### config.mk
export PLATFORM = sky130hd
export DESIGN_NAME = skd_ctrl
export DESIGN_NICKNAME = d
export VERILOG_FILES = /design/src/skd_pkg.sv /design/src/skd_ctrl.sv
export SDC_FILE = /design/constraint.sdc
export NUM_CORES = 1
export LEC_CHECK = 0
export ABC_AREA = 1
export BUFFER_PORTS_ARGS = -buffer_cell sky130_fd_sc_hd__buf_2
export CAP_MARGIN = 15
export CORE_UTILIZATION = 50
export CTS_CLUSTER_DIAMETER = 200
export DETAILED_ROUTE_END_ITERATION = 8
export PLACE_DENSITY = 0.74
export SLEW_MARGIN = 20
export SYNTH_ARGS = -nofsm -noshare
export SYNTH_HDL_FRONTEND = slang
export SYNTH_SLANG_ARGS = --single-unit
export TNS_END_PERCENT = 1
### constraint.sdc
create_clock -name clk -period 5.9 [get_ports clk]
set_input_delay 0.885 -clock clk [delete_from_list [all_inputs] [get_ports clk]]
set_output_delay 0.885 -clock clk [all_outputs]
set_load 0.02 [all_outputs]
### src/skd_pkg.sv
`default_nettype none
package skd_pkg;

	localparam int TABLE_ENTRIES = 512;
	localparam int MAX_KEY_CHARS = 8;

	localparam int ID_W   = $clog2(TABLE_ENTRIES);
	localparam int CNT_W  = $clog2(TABLE_ENTRIES + 1);
	localparam int SL_W   = CNT_W + 1;
	localparam int PK_W   = (MAX_KEY_CHARS > 1) ? $clog2(MAX_KEY_CHARS) : 1;
	localparam int POS_W  = $clog2(MAX_KEY_CHARS + 1);
	localparam int KEY_AW = ID_W + PK_W;
	localparam int CH_W   = 16;

	localparam logic [CH_W-1:0] CH_UPPER_A = 16'h0041;
	localparam logic [CH_W-1:0] CH_UPPER_Z = 16'h005A;
	localparam logic [CH_W-1:0] CH_FOLD    = 16'd32;

	localparam logic [2:0] STS_FOUND    = 3'd0;
	localparam logic [2:0] STS_INSERTED = 3'd1;
	localparam logic [2:0] STS_MISSING  = 3'd2;
	localparam logic [2:0] STS_FULL     = 3'd3;
	localparam logic [2:0] STS_TOO_LONG = 3'd4;

	localparam logic CMD_INSERT = 1'b0;
	localparam logic CMD_LOOKUP = 1'b1;

	typedef struct packed {
		logic            cmd;
		logic [CH_W-1:0] char_code;
		logic            last_char;
	} key_beat_t;

	typedef struct packed {
		logic [2:0]      status;
		logic [ID_W-1:0] entry_id;
		logic [ID_W-1:0] sorted_position;
	} result_t;

	typedef struct packed {
		logic [ID_W-1:0] rd_addr;
		logic            we;
		logic [ID_W-1:0] wr_addr;
		logic [ID_W-1:0] wr_data;
	} idx_req_t;

	typedef struct packed {
		logic [ID_W-1:0]  rd_id;
		logic [PK_W-1:0]  rd_pos;
		logic             we_char;
		logic             we_len;
		logic [ID_W-1:0]  wr_id;
		logic [PK_W-1:0]  wr_pos;
		logic [CH_W-1:0]  wr_char;
		logic [POS_W-1:0] wr_len;
	} key_req_t;

	typedef struct packed {
		logic [CH_W-1:0]  ch;
		logic [POS_W-1:0] len;
	} key_rd_t;

	typedef struct packed {
		logic [CNT_W-1:0] count;
		logic [CNT_W-1:0] range_low;
		logic [CNT_W-1:0] range_high;
		logic             miss;
	} skd_stat_t;

	typedef enum logic [3:0] {
		ST_IDLE, ST_CHK, ST_FA, ST_FB, ST_FC, ST_FINAL,
		ST_SRD, ST_SWR, ST_PLACE, ST_KEYWR, ST_EMIT
	} state_t;

	typedef enum logic [1:0] {
		MD_MID, MD_DOWN, MD_UP, MD_END
	} mode_t;

endpackage
`default_nettype wire

### src/skd_ctrl.sv
`default_nettype none
module skd_ctrl (
	input  wire                        clk,
	input  wire                        arst_n,
	input  wire                        key_valid,
	output logic                       key_ready,
	input  skd_pkg::key_beat_t         key_char,
	output logic                       res_valid,
	input  wire                        res_ready,
	output skd_pkg::result_t           res_data,
	output skd_pkg::idx_req_t          idx_req,
	input  wire [skd_pkg::ID_W-1:0]    idx_rdata,
	output skd_pkg::key_req_t          key_req,
	input  skd_pkg::key_rd_t           key_rd,
	output skd_pkg::skd_stat_t         stat
);
	import skd_pkg::*;

	state_t state_q, state_d;
	mode_t  mode_q, mode_d;

	logic signed [SL_W-1:0] lo_q, lo_d, hi_q, hi_d, mid_q, mid_d, j_q, j_d;
	logic [CNT_W-1:0] range_low_q, range_low_d, range_high_q, range_high_d;
	logic [CNT_W-1:0] count_q, count_d;
	logic [POS_W-1:0] ci_q, ci_d, pos_q, pos_d, k_q, k_d;
	logic miss_q, miss_d, long_q, long_d, last_q, last_d, cmd_q, cmd_d;
	logic [CH_W-1:0] c_q, c_d;
	logic [ID_W-1:0] id_q, id_d;
	result_t rslt_q, rslt_d;
	result_t out_q;
	logic out_valid_q;
	logic [CH_W-1:0] pend_q [MAX_KEY_CHARS];

	logic [CH_W-1:0] folded;
	logic [CH_W-1:0] w;
	logic accept;
	logic emit_go;
	logic signed [SL_W-1:0] rl_s;

	assign folded = (key_char.char_code >= CH_UPPER_A && key_char.char_code <= CH_UPPER_Z) ?
		key_char.char_code + CH_FOLD : key_char.char_code;
	assign w = (pos_q < key_rd.len) ? key_rd.ch : '0;
	assign accept = key_valid && key_ready;
	assign emit_go = (state_q == ST_EMIT) && (!out_valid_q || res_ready);
	assign rl_s = $signed({1'b0, range_low_q});

	// Next state and the search registers.
	always_comb begin
		logic do_up;
		logic do_fin;
		logic do_ins;
		state_d      = state_q;
		mode_d       = mode_q;
		lo_d         = lo_q;
		hi_d         = hi_q;
		mid_d        = mid_q;
		j_d          = j_q;
		range_low_d  = range_low_q;
		range_high_d = range_high_q;
		count_d      = count_q;
		ci_d         = ci_q;
		pos_d        = pos_q;
		k_d          = k_q;
		miss_d       = miss_q;
		long_d       = long_q;
		last_d       = last_q;
		cmd_d        = cmd_q;
		c_d          = c_q;
		id_d         = id_q;
		rslt_d       = rslt_q;
		do_up        = 1'b0;
		do_fin       = 1'b0;
		do_ins       = 1'b0;
		case (state_q)
			ST_IDLE: begin
				if (accept) begin
					last_d = key_char.last_char;
					cmd_d  = key_char.cmd;
					c_d    = folded;
					state_d = key_char.last_char ? ST_FINAL : ST_IDLE;
					if (!long_q) begin
						if (ci_q >= POS_W'(MAX_KEY_CHARS)) begin
							long_d = 1'b1;
						end else begin
							ci_d  = ci_q + 1'b1;
							pos_d = ci_q;
							if (!miss_q) begin
								lo_d    = $signed({1'b0, range_low_q});
								hi_d    = $signed({1'b0, range_high_q}) - 2'sd1;
								state_d = ST_CHK;
							end
						end
					end
				end
			end
			ST_CHK: begin
				if (lo_q <= hi_q) begin
					mid_d   = lo_q + ((hi_q - lo_q) >>> 1);
					j_d     = lo_q + ((hi_q - lo_q) >>> 1);
					mode_d  = MD_MID;
					state_d = ST_FA;
				end else begin
					range_low_d = lo_q[CNT_W-1:0];
					miss_d      = 1'b1;
					state_d     = last_q ? ST_FINAL : ST_IDLE;
				end
			end
			ST_FA: begin
				state_d = ST_FB;
			end
			ST_FB: begin
				id_d    = idx_rdata;
				state_d = ST_FC;
			end
			ST_FC: begin
				case (mode_q)
					MD_MID: begin
						if (w > c_q) begin
							hi_d    = mid_q - 2'sd1;
							state_d = ST_CHK;
						end else if (w < c_q) begin
							lo_d    = mid_q + 2'sd1;
							state_d = ST_CHK;
						end else if (mid_q - 2'sd1 >= lo_q) begin
							j_d     = mid_q - 2'sd1;
							mode_d  = MD_DOWN;
							state_d = ST_FA;
						end else begin
							lo_d  = mid_q;
							do_up = 1'b1;
						end
					end
					MD_DOWN: begin
						if (w == c_q && j_q - 2'sd1 >= lo_q) begin
							j_d     = j_q - 2'sd1;
							state_d = ST_FA;
						end else begin
							lo_d  = (w == c_q) ? j_q : j_q + 2'sd1;
							do_up = 1'b1;
						end
					end
					MD_UP: begin
						if (w == c_q && j_q + 2'sd1 <= hi_q) begin
							j_d     = j_q + 2'sd1;
							state_d = ST_FA;
						end else begin
							hi_d   = (w == c_q) ? j_q : j_q - 2'sd1;
							do_fin = 1'b1;
						end
					end
					MD_END: begin
						if (w == '0) begin
							rslt_d.status          = STS_FOUND;
							rslt_d.entry_id        = id_q;
							rslt_d.sorted_position = range_low_q[ID_W-1:0];
							state_d                = ST_EMIT;
						end else begin
							do_ins = 1'b1;
						end
					end
					default: begin
						state_d = ST_IDLE;
					end
				endcase
				if (do_up) begin
					if (mid_q + 2'sd1 <= hi_q) begin
						j_d     = mid_q + 2'sd1;
						mode_d  = MD_UP;
						state_d = ST_FA;
					end else begin
						hi_d   = mid_q;
						do_fin = 1'b1;
					end
				end
				if (do_fin) begin
					range_low_d  = lo_d[CNT_W-1:0];
					range_high_d = CNT_W'(hi_d + 2'sd1);
					state_d      = last_q ? ST_FINAL : ST_IDLE;
				end
			end
			ST_FINAL: begin
				if (long_q) begin
					rslt_d.status          = STS_TOO_LONG;
					rslt_d.entry_id        = '0;
					rslt_d.sorted_position = '0;
					state_d                = ST_EMIT;
				end else if (!miss_q && range_low_q < range_high_q) begin
					pos_d   = ci_q;
					j_d     = rl_s;
					mode_d  = MD_END;
					state_d = ST_FA;
				end else begin
					do_ins = 1'b1;
				end
			end
			ST_SRD: begin
				state_d = ST_SWR;
			end
			ST_SWR: begin
				j_d     = j_q - 2'sd1;
				state_d = (j_q - 2'sd1 > rl_s) ? ST_SRD : ST_PLACE;
			end
			ST_PLACE: begin
				k_d     = '0;
				state_d = ST_KEYWR;
			end
			ST_KEYWR: begin
				k_d = k_q + 1'b1;
				if (k_q == ci_q - 1'b1) begin
					rslt_d.status   = STS_INSERTED;
					rslt_d.entry_id = count_q[ID_W-1:0];
					count_d         = count_q + 1'b1;
					state_d         = ST_EMIT;
				end
			end
			ST_EMIT: begin
				if (emit_go) begin
					ci_d         = '0;
					range_low_d  = '0;
					range_high_d = count_q;
					miss_d       = 1'b0;
					long_d       = 1'b0;
					state_d      = ST_IDLE;
				end
			end
			default: begin
				state_d = ST_IDLE;
			end
		endcase
		if (do_ins) begin
			rslt_d.sorted_position = range_low_q[ID_W-1:0];
			rslt_d.entry_id        = '0;
			if (cmd_q == CMD_LOOKUP) begin
				rslt_d.status = STS_MISSING;
				state_d       = ST_EMIT;
			end else if (count_q >= CNT_W'(TABLE_ENTRIES)) begin
				rslt_d.status = STS_FULL;
				state_d       = ST_EMIT;
			end else begin
				j_d     = $signed({1'b0, count_q});
				state_d = ($signed({1'b0, count_q}) > rl_s) ? ST_SRD : ST_PLACE;
			end
		end
	end

	// Memory ports and handshake.
	always_comb begin
		key_ready       = (state_q == ST_IDLE);
		idx_req.rd_addr = j_q[ID_W-1:0];
		idx_req.we      = 1'b0;
		idx_req.wr_addr = j_q[ID_W-1:0];
		idx_req.wr_data = idx_rdata;
		key_req.rd_id   = idx_rdata;
		key_req.rd_pos  = pos_q[PK_W-1:0];
		key_req.we_char = 1'b0;
		key_req.we_len  = 1'b0;
		key_req.wr_id   = count_q[ID_W-1:0];
		key_req.wr_pos  = k_q[PK_W-1:0];
		key_req.wr_char = pend_q[k_q[PK_W-1:0]];
		key_req.wr_len  = ci_q;
		case (state_q)
			ST_SRD: begin
				idx_req.rd_addr = ID_W'(j_q - 2'sd1);
			end
			ST_SWR: begin
				idx_req.we = 1'b1;
			end
			ST_PLACE: begin
				idx_req.we      = 1'b1;
				idx_req.wr_addr = range_low_q[ID_W-1:0];
				idx_req.wr_data = count_q[ID_W-1:0];
			end
			ST_KEYWR: begin
				key_req.we_char = 1'b1;
				key_req.we_len  = (k_q == ci_q - 1'b1);
			end
			default: begin
			end
		endcase
	end

	always_ff @(posedge clk or negedge arst_n) begin
		if (!arst_n) begin
			state_q      <= ST_IDLE;
			mode_q       <= MD_MID;
			range_low_q  <= '0;
			range_high_q <= '0;
			count_q      <= '0;
			ci_q         <= '0;
			miss_q       <= 1'b0;
			long_q       <= 1'b0;
			out_valid_q  <= 1'b0;
		end else begin
			state_q      <= state_d;
			mode_q       <= mode_d;
			range_low_q  <= range_low_d;
			range_high_q <= range_high_d;
			count_q      <= count_d;
			ci_q         <= ci_d;
			miss_q       <= miss_d;
			long_q       <= long_d;
			if (emit_go) begin
				out_valid_q <= 1'b1;
			end else if (res_ready) begin
				out_valid_q <= 1'b0;
			end
		end
	end

	always_ff @(posedge clk) begin
		lo_q   <= lo_d;
		hi_q   <= hi_d;
		mid_q  <= mid_d;
		j_q    <= j_d;
		pos_q  <= pos_d;
		k_q    <= k_d;
		last_q <= last_d;
		cmd_q  <= cmd_d;
		c_q    <= c_d;
		id_q   <= id_d;
		rslt_q <= rslt_d;
		if (emit_go) begin
			out_q <= rslt_q;
		end
		if (accept && !long_q && ci_q < POS_W'(MAX_KEY_CHARS)) begin
			pend_q[ci_q[PK_W-1:0]] <= folded;
		end
	end

	assign res_valid = out_valid_q;
	assign res_data  = out_q;

	assign stat.count      = count_q;
	assign stat.range_low  = range_low_q;
	assign stat.range_high = range_high_q;
	assign stat.miss       = miss_q;
endmodule
`default_nettype wire

After elaboration in Yosys (flattened, before gate mapping)

Memories as Yosys holds them, arrays and structs flattened. A register that Yosys moved wholly into a read port is not among the register bits.
Index checks and enable logic that the tools add are counted.

$add $sub $neg: 13
Equal/unequal tests: 40
Reductions and logical operators: 42
Magnitude comparators: 16
Mux-type cells: 136

Operator list:

| operator              | count |
|---|---|
| $mux 11               | 32 |
| $mux 4                | 27 |
| $pmux 11 s2           | 4 |
| $mux 21               | 4 |
| $mux 10               | 5 |
| $pmux 11 s4           | 1 |
| $pmux 4 s11           | 1 |
| $pmux 12 s3           | 1 |
| $le 11x11->1          | 3 |
| $pmux 11 s3           | 1 |
| $mux 16               | 2 |
| $pmux 10 s3           | 1 |
| $mux 3                | 9 |
| $mux 1                | 24 |
| $ne 2x2->1 const B    | 12 |
| $pmux 4 s2            | 3 |
| $add 11x2->11 const B | 2 |
| $ge 11x11->1          | 2 |
| $sub 11x2->11 const B | 2 |
| $mux 2                | 10 |
| $pmux 10 s2           | 1 |
| $mux 18               | 1 |
| $pmux 9 s2            | 1 |
| $add 16x6->16 const B | 1 |
| 51 further kinds      | 97 |

RAM bits: 128
Register bits after elaboration: 164
Memories kept: 1
Output and inout bits: 128
Input port bits: 51
Word-level logic and storage cells: 274

Memories:

| name   | depth | width | read ports | clocked after memory_dff | write ports | line           | text |
|---|---|---|---|---|---|---|---|
| pend_q | 8     | 16    | 1          | 1                        | 1           | skd_ctrl.sv:32 | `logic [CH_W-1:0] pend_q [MAX_KEY_CHARS];` |

Longest topological paths before layout

Gate-level depths: netlist (run 1).

Depth in word-level cells: 12
Depth in mapped cells: 32
Mapped depth without buffers: 30

Worst setup path before layout (run 1)

Ideal clock, no wire load.

Kind: input to register
Start point: in key_rd[1] in the netlist's numbering
End point: reg range_high_q[6]
Buffers on the path: 2
Library setup time: 117 ps
Cell stages on the path: 28
Data required time: 5783 ps
Path slack: 1617 ps
Data arrival time: 4166 ps
Cells stage by stage: inv_1 -> ha_1 -> o21ai_0 -> nand2_1 -> nand3_1 -> nand2_1 -> clkbuf_1 -> nor2_1 -> ha_1 -> nand2_2 -> nor2_4 -> nand2_2 -> nor3_4 -> inv_4 -> a21oi_4 -> nand2_2 -> nand2_4 -> nand2_4 -> buf_6 -> nand3_2 -> nand2_2 -> ha_1 -> nand2_1 -> nor2_1 -> nand3_1 -> nand3_1 -> nand2_1 -> nand2_1

Word-level cells in the longest chain between the ends: 12
Elaborated cells on any way between the ends: 29
Those cells by class: add/sub (1); order compare (3); eq/ne (2); mux (20); reduce/logical (3)

RTL lines:

| item                                                | line                            | text |
|---|---|---|
| start, declared                                     | skd_ctrl.sv:14                  | `input skd_pkg::key_rd_t key_rd,` |
| $lt 4x4->1 (*)                                      | skd_ctrl.sv:42                  | `assign w = (pos_q < key_rd.len) ? key_rd.ch : '0;` |
| $mux 16 (*)                                         | skd_ctrl.sv:42                  |  |
| $lt 16x16->1 / $eq 16x16->1 (equally long branches) | --                              |  |
| $mux 1, or another cell as far along                | skd_ctrl.sv:121                 | `end else if (w < c_q) begin` |
| $mux 1, or another cell as far along                | skd_ctrl.sv:118                 | `if (w > c_q) begin` |
| $pmux 1 s2 / $pmux 11 s2 (equally long branches)    | skd_ctrl.sv:116                 | `case (mode_q)` |
| $mux 1 / $mux 11 (equally long branches)            | skd_ctrl.sv:74, skd_ctrl.sv:166 |  |
| $mux 11                                             | skd_ctrl.sv:165                 | `if (do_up) begin` |
| $mux 11                                             | skd_ctrl.sv:74                  | `case (state_q)` |
| $add 10x2->10                                       | skd_ctrl.sv:177                 | `range_high_d = CNT_W'(hi_d + 2'sd1);` |
| $mux 10                                             | skd_ctrl.sv:175                 | `if (do_fin) begin` |
| $pmux 10 s2                                         | skd_ctrl.sv:74                  |  |
| end signal, assigned                                | skd_ctrl.sv:297                 | `range_high_q <= range_high_d;` |
| end, declared                                       | skd_ctrl.sv:23                  | `logic [CNT_W-1:0] range_low_q, range_low_d, range_high_q, range_high_d;` |

Mark *: on every way between the ends. The rest lies on a longest branch, timed or not. The select of a mux whose other input is x is not followed.
A chain may end at the register's enable or synchronous reset.

Worst setup path in the final report (run 1)

Start point: reg mid_q[4]
End point: reg range_low_q[0]

Word-level cells in the longest chain between the ends: 11
Elaborated cells on any way between the ends: 20
Those cells by class: add/sub (2); order compare (2); eq/ne (1); mux (14); reduce/logical (1)

RTL lines:

| item                              | line            | text |
|---|---|---|
| start, declared                   | skd_ctrl.sv:22  | `logic signed [SL_W-1:0] lo_q, lo_d, hi_q, hi_d, mid_q, mid_d, j_q, j_d;` |
| start signal, assigned            | skd_ctrl.sv:313 | `mid_q <= mid_d;` |
| $sub 11x2->11                     | skd_ctrl.sv:124 | `end else if (mid_q - 2'sd1 >= lo_q) begin` |
| $ge 11x11->1                      | skd_ctrl.sv:124 |  |
| $mux 1                            | skd_ctrl.sv:124 |  |
| $mux 1                            | skd_ctrl.sv:121 |  |
| $mux 1                            | skd_ctrl.sv:118 |  |
| $pmux 1 s2                        | skd_ctrl.sv:116 |  |
| $mux 1                            | skd_ctrl.sv:74  |  |
| $mux 1                            | skd_ctrl.sv:165 |  |
| $mux 1                            | skd_ctrl.sv:74  |  |
| $ne 2x2->1 (no source line)       | --              |  |
| $reduce_and 4->1 (no source line) | --              |  |
| end signal, assigned              | skd_ctrl.sv:296 | `range_low_q <= range_low_d;` |
| end, declared                     | skd_ctrl.sv:23  |  |

Parallel ways exist; a longest one is shown, timed or not. The select of a mux whose other input is x is not followed.

==> PnR_summary.wiki, run 1 <==
{| class="wikitable"
! Metric !! Value
|-
| Std-Cell Core Area || 36900 sq um
|-
| Core utilization of the finished layout || 57.4%
|-
| Number of instances in the placed design || 2890
|-
| Leakage || 9.40 nW
|-
| Number of maximum-capacitance violations || 0
|-
| Cell Count, Final, Fillers Out || 2946
|-
| Area delta synth->final || 12.1%
|-
| Crit path arrival time || 5.51 ns
|-
| Post-synth EDFFs || 226
|-
| Fin. max-slew vios || 0
|-
| First-pass GRT wire length || 103000 microns
|-
| IO buf count || 178
|-
| Simple-Gate Fraction of Synth Area || 20.3%
|-
| Total number of clock tree sinks || 295
|-
| Count of cells resized by post-cts repair || 0
|-
| Post-CTS Hold Buffers || 0
|-
| Post-CTS setup repair buffer count || 0
|-
| Initial core utilization || 51.2%
|-
| Clock tree root buffer cell || sky130_fd_sc_hd__clkbuf_16
|-
| Placed wire-length estimate || 52400 microns
|-
| Final #Nets || 2597
|-
| Antenna violations before repair || 1
|-
| Required time of the critical path || 6.37 ns
|-
| FFs w/ async S/R, synth || 14.6%
|-
| Share of synthesized area spent on multiplexers || 0.0596%
|-
| Width of the die || 196 microns
|-
| Diodes inserted || 0
|-
| Clock latency reported for the late side of the worst-skew pair || 0.59 ns
|-
| Worst hold path type || in2async
|-
| Syn avg cell area || 8.29 sq um
|-
| Worst Path Class, Setup || reg2reg
|-
| Synthesized instance count || 2277
|-
| Dominant combinational cell family by area after synthesis || simple AND/OR/NAND/NOR gates
|-
| Per-cell via count in the routed design || 5.97
|-
| Overall power after layout || 14.0 mW
|-
| Number of nets with antenna violations after routing || 0
|-
| Period minus WS final || 5.04 ns
|-
| Number of warnings reported in the yosys synthesis log || 0
|-
| Fmax || 198 MHz
|-
| Most common library cell in the layout ignoring fill and taps || sky130_fd_sc_hd__nand2_1
|-
| Max-Slew Margin vs Limit || 32.1%
|-
| Max VDD drop || 0.380 mV
|-
| DR vias || 17600
|-
| Clock skew || 0.0125 ns
|-
| Number of fillers in the final layout || 3350
|-
| Number of search-and-repair iterations in the first detailed-routing pass || 8
|-
| Number of setup violations in the final report || 0
|-
| Synth Flop Type || sky130_fd_sc_hd__edfxtp_1
|-
| Cell variety after synth || 58
|-
| Sort of element at the end of the critical path || flop
|-
| Power per unit of standard cell area || 662 nW/um^2
|-
| Average wire length per cell after detail routing || 23.5 microns
|-
| Seq cells post-synth || 295
|-
| Setup TNS || 0 ns
|-
| RSZ-0062 raised after global routing || no
|-
| Transition time of the tightest slew-check pin || 1.02 ns
|-
| Xor and xnor fraction of the mapped netlist area || 3.11%
|-
| I/O pin count || 179
|-
| Residual DRC count || 0
|-
| # H-tree levels || 1
|-
| Clock buffer count from CTS || 31
|-
| Overall routing resource usage || 35.7%
|-
| Sequential cell area || 8380 sq um
|-
| Pin count of the biggest net entering global routing || 65
|-
| Status || finished clean
|-
| Worst hold-check slack || 0.323 ns
|-
| Post-Syn Area || 18900 sq um
|-
| Portion of the clock cycle consumed by the worst path in the final layout || 85.4%
|-
| Sum of routed wire length over all layers || 69400 microns
|-
| Clock Path Buffers || 3
|-
| Critical path launch point type || flop
|-
| First-iteration detailed-routing DRC count || 1572
|-
| Ratio of cells with drive above 1 in the final layout || 12.6%
|-
| Vias in the first global route || 16700
|-
| Number of hold-slack violations in the final timing report || 0
|-
| CTS tree || done
|-
| Adder-cell share of the synthesized area || 8.50%
|-
| Final global-route overflow total || 0
|-
| Rows || 70
|-
| Syn Nets || 2455
|-
| Die boundary height || 196 microns
|-
| Synth Area in Compound Gates || 15.0%
|-
| Highest-count cells in the layout ignoring fill and taps || sky130_fd_sc_hd__nand2_1 (401), sky130_fd_sc_hd__inv_1 (281), sky130_fd_sc_hd__nor2_1 (278)
|-
| Placer's final routability congestion estimate || 1.10
|-
| Register clock-pin slew on the reported worst setup and hold paths || 0.07 ns
|-
| Multi-input gate area || 8890 sq um
|-
| Max FO, Critical Path || 14
|-
| Sequential element share of the synthesized area || 44.4%
|-
| Area enclosed by the die boundary || 38500 sq um
|}
==> final cells by class <==
class	count	share of cell area (%)
well taps	504	2.98
multi-input cells	1584	42.0
inverters	292	5.22
clock inverters	22	0.893
repair buffers	215	5.53
clock buffers	34	3.72
flip-flops and latches	295	39.6
==> power by group <==
part / total (mW) / internal [mW] / switching, mW
registers: 3.45 / 2.89 / 0.563
clock network: 1.93 / 1.08 / 0.842
logic: 8.63 / 2.56 / 6.07
==> worst max-delay path: stages (launching register included) <==
cell and delay, ns:
sky130_fd_sc_hd__edfxtp_1 0.54, sky130_fd_sc_hd__inv_1 0.15, sky130_fd_sc_hd__nor4_1 0.45, sky130_fd_sc_hd__nand3_1 0.17, sky130_fd_sc_hd__nor2_1 0.20, sky130_fd_sc_hd__nand3_1 0.11
sky130_fd_sc_hd__xor2_1 0.41, sky130_fd_sc_hd__inv_1 0.17, sky130_fd_sc_hd__ha_1 0.34, sky130_fd_sc_hd__nand2_1 0.07, sky130_fd_sc_hd__inv_1 0.07, sky130_fd_sc_hd__nand3_1 0.07
sky130_fd_sc_hd__inv_1 0.08, sky130_fd_sc_hd__nand3_1 0.08, sky130_fd_sc_hd__nand3_1 0.09, sky130_fd_sc_hd__nor2_1 0.04, sky130_fd_sc_hd__nor2_1 0.57, sky130_fd_sc_hd__nand2_4 0.27
sky130_fd_sc_hd__nand2_2 0.18, sky130_fd_sc_hd__nor2_2 0.09, sky130_fd_sc_hd__nor3_4 0.41, sky130_fd_sc_hd__mux2_1 0.36
==> registers in the layout, summed over array words and instances (netlist names), 10 cells and up, named ones only <==
name and count:
pend_q 128, res_data 21, rslt_q 21, c_q 16
hi_q 11, j_q 11, lo_q 11, mid_q 11
count_q 10, range_high_q 10, range_low_q 10
==> routing by layer <==
metal	track usage [%]	part of all wire [%]	up-vias	wire length, microns
met3	5.72	9.2	210	6380
met5	0	0	-	0
met1	46.2	39	8341	27300
met4	19.9	6.0	0	4140
met2	57.3	45	990	31500
li1	-	-	8038	-
==> path summary, 6_finish.rpt <==
check                      depth (start not counted)  slack [ns]                          to                 from
max                                               21        0.86  range_low_q[0]$_DFFE_PN0P_   mid_q[4]$_DFFE_PP_
min                                                1        0.32      count_q[2]$_DFFE_PN0P_               arst_n
max reg2reg                                       21        0.86  range_low_q[0]$_DFFE_PN0P_   mid_q[4]$_DFFE_PP_
min reg2reg                                        0        0.42       res_data[0]$_DFFE_PP_  rslt_q[0]$_DFFE_PP_
max in group asynchronous                          1        5.14         ci_q[3]$_DFFE_PN0P_               arst_n
min in group clk                                   0        0.42       res_data[0]$_DFFE_PP_  rslt_q[0]$_DFFE_PP_
==> synthesized netlist by cell type (6+ instances only) <==
cell type,n,area share (%)
sky130_fd_sc_hd__nand2_1,402,8.0
sky130_fd_sc_hd__nor3_1,23,0.61
sky130_fd_sc_hd__a31oi_1,24,0.80
sky130_fd_sc_hd__nand2_2,13,0.43
sky130_fd_sc_hd__inv_1,283,5.6
sky130_fd_sc_hd__o21ai_0,205,5.4
sky130_fd_sc_hd__buf_2,15,0.40
sky130_fd_sc_hd__nand4_1,39,1.3
sky130_fd_sc_hd__a21o_1,6,0.24
sky130_fd_sc_hd__xnor2_1,12,0.56
sky130_fd_sc_hd__o21a_1,10,0.40
sky130_fd_sc_hd__o2111ai_1,6,0.28
sky130_fd_sc_hd__edfxtp_1,226,36
sky130_fd_sc_hd__o21ai_1,8,0.21
sky130_fd_sc_hd__nor4_1,10,0.33
sky130_fd_sc_hd__a211oi_1,8,0.32
sky130_fd_sc_hd__o21bai_1,6,0.24
sky130_fd_sc_hd__ha_1,125,8.3
sky130_fd_sc_hd__nor2_1,280,5.6
sky130_fd_sc_hd__buf_4,28,1.1
sky130_fd_sc_hd__o22ai_1,49,1.6
sky130_fd_sc_hd__o221ai_1,7,0.32
sky130_fd_sc_hd__dfrtp_1,43,5.7
sky130_fd_sc_hd__a21oi_1,113,3.0
sky130_fd_sc_hd__nand3_1,97,2.6
sky130_fd_sc_hd__clkbuf_1,57,1.1
sky130_fd_sc_hd__dfxtp_1,26,2.8
sky130_fd_sc_hd__o211ai_1,23,0.91
sky130_fd_sc_hd__a22oi_1,12,0.48
sky130_fd_sc_hd__xor2_1,55,2.6
sky130_fd_sc_hd__nor2_2,6,0.20
==> through the flow <==
step / setup WS [ns] / cell area (sq um)
after global placement: 0.800 / 20200
after CTS: 1.08 / 21100
final: 0.862 / 21200
after floorplan: 1.62 / 18900
after detailed placement: 0.626 / 20200
after global routing: 0.609 / 21200
==> kinds of logic (layout without fill, tap and decap cells) <==
kind of cell    after synthesis  in the layout
simple gates                897            897
compound gates              492            492
buf+inv                     398            563
flops                       295            295
fa+ha+maj                   127            127
xor+xnor                     67             67
mux                           1              1
Power figures use the tool's default switching activity.
==> run 2: changes to the inputs <==
- PLACE_DENSITY: 0.74 -> not set
- PLACE_DENSITY_LB_ADDON: not set -> 0.12
==> run 2 against run 1 <==
First-iteration DRC count rose by 4.8%. Global-route usage is 1.4 points higher. Worst setup slack improved by 0.098 ns. Maximum frequency grew 2.0%. Critical endpoint is now hi_q[9]$_DFFE_PP_. Largest cell class unchanged. Highest routed layer unchanged.
==> PnR_summary.wiki, run 2 (synthesized netlist as in run 1, its figures left out) <==
{| class="wikitable"
! Metric !! Value
|-
| Clock group share of total power || 13.9%
|-
| Number of nets with antenna violations after routing || 0
|-
| Pin count of the biggest net entering global routing || 66
|-
| Total number of clock tree sinks || 295
|-
| RSZ-0062 raised after global routing || no
|-
| Vias in the first global route || 16700
|-
| Switching pwr || 7.65 mW
|-
| Fmax || 202 MHz
|-
| Max VDD drop || 0.787 mV
|-
| Setup TNS || 0 ns
|-
| Ratio of cells with drive above 1 in the final layout || 13.0%
|-
| Max reg flops || 128
|-
| Initial core utilization || 51.2%
|-
| Placed wire-length estimate || 54600 microns
|-
| Clock Path Buffers || 3
|-
| First-pass GRT wire length || 105000 microns
|-
| Width of the die || 196 microns
|-
| Placer's final routability congestion estimate || 1.03
|-
| Register clock-pin slew on the reported worst setup and hold paths || 0.06 ns
|-
| Die boundary height || 196 microns
|-
| Max-Slew Margin vs Limit || 28.3%
|-
| Number of search-and-repair iterations in the first detailed-routing pass || 5
|-
| Overall power after layout || 14.3 mW
|-
| Final global-route overflow total || 0
|-
| CTS tree || done
|-
| Post-CTS setup repair buffer count || 0
|-
| Sum of routed wire length over all layers || 71800 microns
|-
| DR vias || 17400
|-
| Crit path arrival time || 5.27 ns
|-
| Count of cells resized by post-cts repair || 0
|-
| Worst hold path type || in2async
|-
| Highest-count cells in the layout ignoring fill and taps || sky130_fd_sc_hd__nand2_1 (402), sky130_fd_sc_hd__inv_1 (282), sky130_fd_sc_hd__nor2_1 (278)
|-
| Max FO, Critical Path || 14
|-
| # H-tree levels || 1
|-
| Sequential Power Share || 24.1%
|-
| P_int || 6.66 mW
|-
| Final #Nets || 2608
|-
| Number of hold-slack violations in the final timing report || 0
|-
| Clock skew || 0.0245 ns
|-
| Most common library cell in the layout ignoring fill and taps || sky130_fd_sc_hd__nand2_1
|-
| Clock latency reported for the late side of the worst-skew pair || 0.58 ns
|-
| Sort of element at the end of the critical path || flop
|-
| Worst hold-check slack || 0.345 ns
|-
| Overall routing resource usage || 37.1%
|-
| Number of cells on the worst reg-to-reg path || 22
|-
| Status || finished clean
|-
| Rows || 70
|-
| Antenna violations before repair || 1
|-
| Number of fillers in the final layout || 3392
|-
| Fin. max-slew vios || 0
|-
| Number of setup violations in the final report || 0
|-
| Portion of the clock cycle consumed by the worst path in the final layout || 83.7%
|-
| Transition time of the tightest slew-check pin || 1.07 ns
|-
| Area enclosed by the die boundary || 38500 sq um
|-
| Post-CTS Hold Buffers || 0
|-
| I/O pin count || 179
|-
| First-iteration detailed-routing DRC count || 1648
|-
| IO buf count || 178
|-
| Area delta synth->final || 12.8%
|-
| Leakage || 9.50 nW
|-
| Average wire length per cell after detail routing || 24.3 microns
|-
| Power per unit of standard cell area || 672 nW/um^2
|-
| Part of the total power dissipated in combinational logic || 62.0%
|-
| Required time of the critical path || 6.23 ns
|-
| Worst Path Class, Setup || reg2reg
|-
| Clock buffer count from CTS || 30
|-
| Per-cell via count in the routed design || 5.90
|-
| Period minus WS final || 4.94 ns
|-
| Std-Cell Core Area || 36900 sq um
|-
| Fraction of power spent switching nets || 53.4%
|-
| Clock tree root buffer cell || sky130_fd_sc_hd__clkbuf_16
|-
| Critical path launch point type || flop
|-
| Number of maximum-capacitance violations || 0
|-
| Residual DRC count || 0
|}
run 2: changes by cell type in the layout (fill, tap and decap cells not counted), moves of 2 or more:
cell                         before  now
sky130_fd_sc_hd__buf_4           38   50
sky130_fd_sc_hd__bufinv_16        3    5
sky130_fd_sc_hd__clkbuf_1         3    5
sky130_fd_sc_hd__clkinv_1        16   11
sky130_fd_sc_hd__clkinv_2         2    4
sky130_fd_sc_hd__clkinv_4         2    4
sky130_fd_sc_hd__clkinvlp_4       4    1
run 2: metal layers:
layer | up-vias | track usage [%] | wire length (microns)
met4 | 0 | 20.9 | 4370
met2 | 849 | 59.9 | 33100
met5 | - | 0 | 0
li1 | 8052 | - | -
met1 | 8325 | 47.4 | 28500
met3 | 212 | 6.00 | 5840
run 2: power groups by stage:
| stage | clock [mW] | sequential (mW) | combinational, mW |
|---|---|---|---|
| 2_1_floorplan | 0 | 3.27 | 5.52 |
| 3_3_place_gp | 0 | 3.46 | 8.57 |
| 3_5_place_dp | 0 | 3.46 | 8.64 |
| 4_1_cts | 2.00 | 3.42 | 8.69 |
| 5_1_grt | 2.07 | 3.47 | 9.62 |
| 6_report | 1.99 | 3.45 | 8.87 |
run 2: through the flow:
| stage | area (sq um) | util (%) | setup slack [ns] | cells |
|---|---|---|---|---|
| 2_1_floorplan | 18900 | - | 1.62 | 2277 |
| 3_3_place_gp | 20300 | 55.0 | 0.890 | 2902 |
| 3_5_place_dp | 20300 | 55.0 | 0.778 | 2902 |
| 4_1_cts | 21300 | 57.7 | 1.08 | 2957 |
| 5_1_grt | 21300 | 57.7 | 0.731 | 2957 |
| 6_report | 21300 | 57.8 | 0.960 | 2958 |
run 2: final timing paths:
| path | from | end | slack (ns) |
|---|---|---|---|
| min reg2reg | rslt_q[5]$_DFFE_PP_ | res_data[5]$_DFFE_PP_ | 0.42 |
| min | arst_n | state_q[1]$_DFFE_PN0P_ | 0.34 |
| min in group clk | rslt_q[5]$_DFFE_PP_ | res_data[5]$_DFFE_PP_ | 0.42 |
| max in group asynchronous | arst_n | range_low_q[8]$_DFFE_PN0P_ | 5.11 |
| max | j_q[0]$_DFF_P_ | hi_q[9]$_DFFE_PP_ | 0.96 |
| max reg2reg | j_q[0]$_DFF_P_ | hi_q[9]$_DFFE_PP_ | 0.96 |
run 2: cell type report:
cell class	count	area [sq um]	share of cell area, %
Multi-Input combinational cell	1584	8890	41.8
Sequential cell	295	8380	39.4
Timing Repair Buffer	227	1260	5.92
Inverter	292	1100	5.18
Clock buffer	36	795	3.73
Tap cell	504	631	2.96
Clock inverter	19	226	1.06
Antenna cell	1	2.50	0.0118
run 2: critical path, stage by stage (launching register included):
cell and delay [ns]:
sky130_fd_sc_hd__dfxtp_1 0.31, sky130_fd_sc_hd__inv_1 0.10, sky130_fd_sc_hd__buf_4 0.23, sky130_fd_sc_hd__ha_1 0.26, sky130_fd_sc_hd__nand4_1 0.18, sky130_fd_sc_hd__nor2_1 0.22, sky130_fd_sc_hd__xor2_1 0.37, sky130_fd_sc_hd__inv_1 0.22
sky130_fd_sc_hd__ha_1 0.41, sky130_fd_sc_hd__nand4_1 0.13, sky130_fd_sc_hd__nor2_1 0.18, sky130_fd_sc_hd__nand2_1 0.09, sky130_fd_sc_hd__nand3_1 0.07, sky130_fd_sc_hd__nand2_1 0.06, sky130_fd_sc_hd__nand3_2 0.14, sky130_fd_sc_hd__nand2_1 0.08
sky130_fd_sc_hd__nand2_2 0.24, sky130_fd_sc_hd__nand2_4 0.12, sky130_fd_sc_hd__nand2_4 0.24, sky130_fd_sc_hd__clkinv_4 0.13, sky130_fd_sc_hd__o21ai_0 0.54, sky130_fd_sc_hd__o21ai_0 0.16, sky130_fd_sc_hd__buf_4 0.18
==> run 3: changes to the inputs <==
- clock period: 5.9 -> 4.6 ns (I/O delays scaled with it)
==> run 3 against run 2 <==
Clock power increased by 31%. Highest routed layer is now met5. Core utilization increased by 2.2 points. Non-clock buffer count is 91 higher. Critical path type unchanged. Worst hold slack worse by 0.15 ns. Clock skew decreased by 0.0076 ns.
==> PnR_summary.wiki, run 3 (synthesized netlist as in run 1, its figures left out) <==
{| class="wikitable"
! Metric !! Value
|-
| Status || finished clean
|-
| Pin count of the biggest net entering global routing || 65
|-
| Std-Cell Core Area || 36900 sq um
|-
| Post-CTS setup repair buffer count || 0
|-
| Number of maximum-capacitance violations || 0
|-
| Required time of the critical path || 5.05 ns
|-
| Most common library cell in the layout ignoring fill and taps || sky130_fd_sc_hd__nand2_1
|-
| Area enclosed by the die boundary || 38500 sq um
|-
| Die boundary height || 196 microns
|-
| Placed wire-length estimate || 56100 microns
|-
| Clock skew || 0.0168 ns
|-
| Clock Path Buffers || 3
|-
| Width of the die || 196 microns
|-
| Register clock-pin slew on the reported worst setup and hold paths || 0.06 ns
|-
| Transition time of the tightest slew-check pin || 1.07 ns
|-
| Number of setup violations in the final report || 0
|-
| Clock latency reported for the late side of the worst-skew pair || 0.58 ns
|-
| IO buf count || 178
|-
| Vias in the first global route || 17000
|-
| Residual DRC count || 0
|-
| Ratio of cells with drive above 1 in the final layout || 16.8%
|-
| Power per unit of standard cell area || 879 nW/um^2
|-
| Worst hold-check slack || 0.194 ns
|-
| Highest-count cells in the layout ignoring fill and taps || sky130_fd_sc_hd__nand2_1 (402), sky130_fd_sc_hd__inv_1 (281), sky130_fd_sc_hd__nor2_1 (277)
|-
| Overall routing resource usage || 37.3%
|-
| Portion of the clock cycle consumed by the worst path in the final layout || 93.9%
|-
| Number of nets with antenna violations after routing || 0
|-
| Per-cell via count in the routed design || 5.85
|-
| Count of cells resized by post-cts repair || 0
|-
| CTS tree || done
|-
| Sum of routed wire length over all layers || 72400 microns
|-
| Fin. max-slew vios || 0
|-
| P_int || 9.31 mW
|-
| R2R Setup Slk || 0.28 ns
|-
| Leakage || 9.98 nW
|-
| Post-CTS Hold Buffers || 0
|-
| Switching pwr || 10.1 mW
|-
| Worst Path Class, Setup || reg2reg
|-
| Max FO, Critical Path || 7
|-
| Antenna violations before repair || 2
|-
| Total number of clock tree sinks || 295
|-
| Clock tree root buffer cell || sky130_fd_sc_hd__clkbuf_16
|-
| First-iteration detailed-routing DRC count || 1731
|-
| Max reg flops || 128
|-
| Sort of element at the end of the critical path || flop
|-
| Area delta synth->final || 17.1%
|-
| Clock buffer count from CTS || 31
|-
| Worst hold path type || in2async
|-
| Fraction of power spent switching nets || 52.1%
|-
| Critical path launch point type || flop
|-
| Placer's final routability congestion estimate || 1.08
|-
| Number of hold-slack violations in the final timing report || 0
|-
| Clock group share of total power || 13.4%
|-
| DR vias || 17900
|-
| Setup TNS || 0 ns
|-
| First-pass GRT wire length || 106000 microns
|-
| Overall power after layout || 19.4 mW
|-
| # H-tree levels || 1
|-
| Final global-route overflow total || 0
|-
| Post-detailed-placement cell area || 21000 sq um
|-
| Crit path arrival time || 4.77 ns
|-
| Diodes inserted || 0
|-
| Initial core utilization || 51.2%
|-
| Fmax || 231 MHz
|-
| Average wire length per cell after detail routing || 23.7 microns
|-
| Sequential Power Share || 22.6%
|-
| Part of the total power dissipated in combinational logic || 64.0%
|-
| Max-Slew Margin vs Limit || 28.3%
|-
| Number of search-and-repair iterations in the first detailed-routing pass || 6
|-
| Rows || 70
|-
| Cell area after layout || 22100 sq um
|-
| Period minus WS final || 4.32 ns
|-
| Max VDD drop || 1.06 mV
|-
| Final #Nets || 2700
|-
| I/O pin count || 179
|}
[run 3: stage by stage]
| stage | instances | util [%] | setup WS, ns |
|---|---|---|---|
| 6_report | 3050 | 60.0 | 0.280 |
| 4_1_cts | 3050 | 59.8 | 0.311 |
| 3_3_place_gp | 2993 | 56.9 | 0.0672 |
| 2_1_floorplan | 2277 | - | 0.512 |
| 5_1_grt | 3050 | 60.0 | -0.0116 |
| 3_5_place_dp | 2993 | 56.9 | 0.0345 |
[run 3: path summary, 6_finish.rpt]
check                      cells past startpoint                           to                start
max                                           25  range_high_q[2]$_DFFE_PN0P_       j_q[1]$_DFF_P_
min                                            2        res_valid$_DFFE_PN0P_               arst_n
max reg2reg                                   25  range_high_q[2]$_DFFE_PN0P_       j_q[1]$_DFF_P_
min reg2reg                                    0        res_data[5]$_DFFE_PP_  rslt_q[5]$_DFFE_PP_
max in group asynchronous                      2   range_low_q[1]$_DFFE_PN0P_               arst_n
min in group clk                               1              cmd_q$_DFFE_PP_         key_char[17]
[run 3: cell type report]
class	count	area (sq um)
Inverter	292	1100
Timing Repair Buffer	318	1990
Multi-Input combinational cell	1584	8940
Tap cell	504	631
Fill cell	3420	14800
Clock buffer	36	805
Sequential cell	295	8390
Clock inverter	21	253
[run 3: critical path, cell delays in order, from the launching register on]
cell and delay [ns]:
sky130_fd_sc_hd__dfxtp_1 0.32, sky130_fd_sc_hd__inv_2 0.14, sky130_fd_sc_hd__ha_2 0.25, sky130_fd_sc_hd__nand4_1 0.23, sky130_fd_sc_hd__nor2_2 0.19, sky130_fd_sc_hd__xor2_1 0.21, sky130_fd_sc_hd__inv_1 0.17, sky130_fd_sc_hd__ha_2 0.41
sky130_fd_sc_hd__nand4_1 0.14, sky130_fd_sc_hd__nor2_1 0.17, sky130_fd_sc_hd__nand2_1 0.10, sky130_fd_sc_hd__nand3_1 0.09, sky130_fd_sc_hd__nand2_1 0.06, sky130_fd_sc_hd__nand3_2 0.18, sky130_fd_sc_hd__nand2_1 0.09, sky130_fd_sc_hd__nand2_2 0.17
sky130_fd_sc_hd__nand2_4 0.10, sky130_fd_sc_hd__nand2_4 0.13, sky130_fd_sc_hd__buf_12 0.13, sky130_fd_sc_hd__buf_4 0.12, sky130_fd_sc_hd__nand3_2 0.06, sky130_fd_sc_hd__nand2_2 0.10, sky130_fd_sc_hd__nand2_1 0.13, sky130_fd_sc_hd__buf_4 0.16
sky130_fd_sc_hd__a21oi_1 0.23, sky130_fd_sc_hd__o22ai_1 0.11
[run 3: metal layers]
layer / GRT usage [%] / wire length (microns) / share of wire (%)
met1: 46.9 / 28700 / 40
met2: 61.5 / 33800 / 47
met3: 5.98 / 5420 / 7.5
met4: 20.0 / 4450 / 6.2
met5: 0 / 9 / 0.012
[run 3: power groups by stage]
stage | Combinational (mW) | Clock [mW] | Sequential [mW]
after floorplan | 7.09 | 0 | 4.19
after global placement | 11.9 | 0 | 4.41
after detailed placement | 12.0 | 0 | 4.40
after CTS | 12.1 | 2.63 | 4.36
after global routing | 13.4 | 2.72 | 4.42
final | 12.4 | 2.60 | 4.39
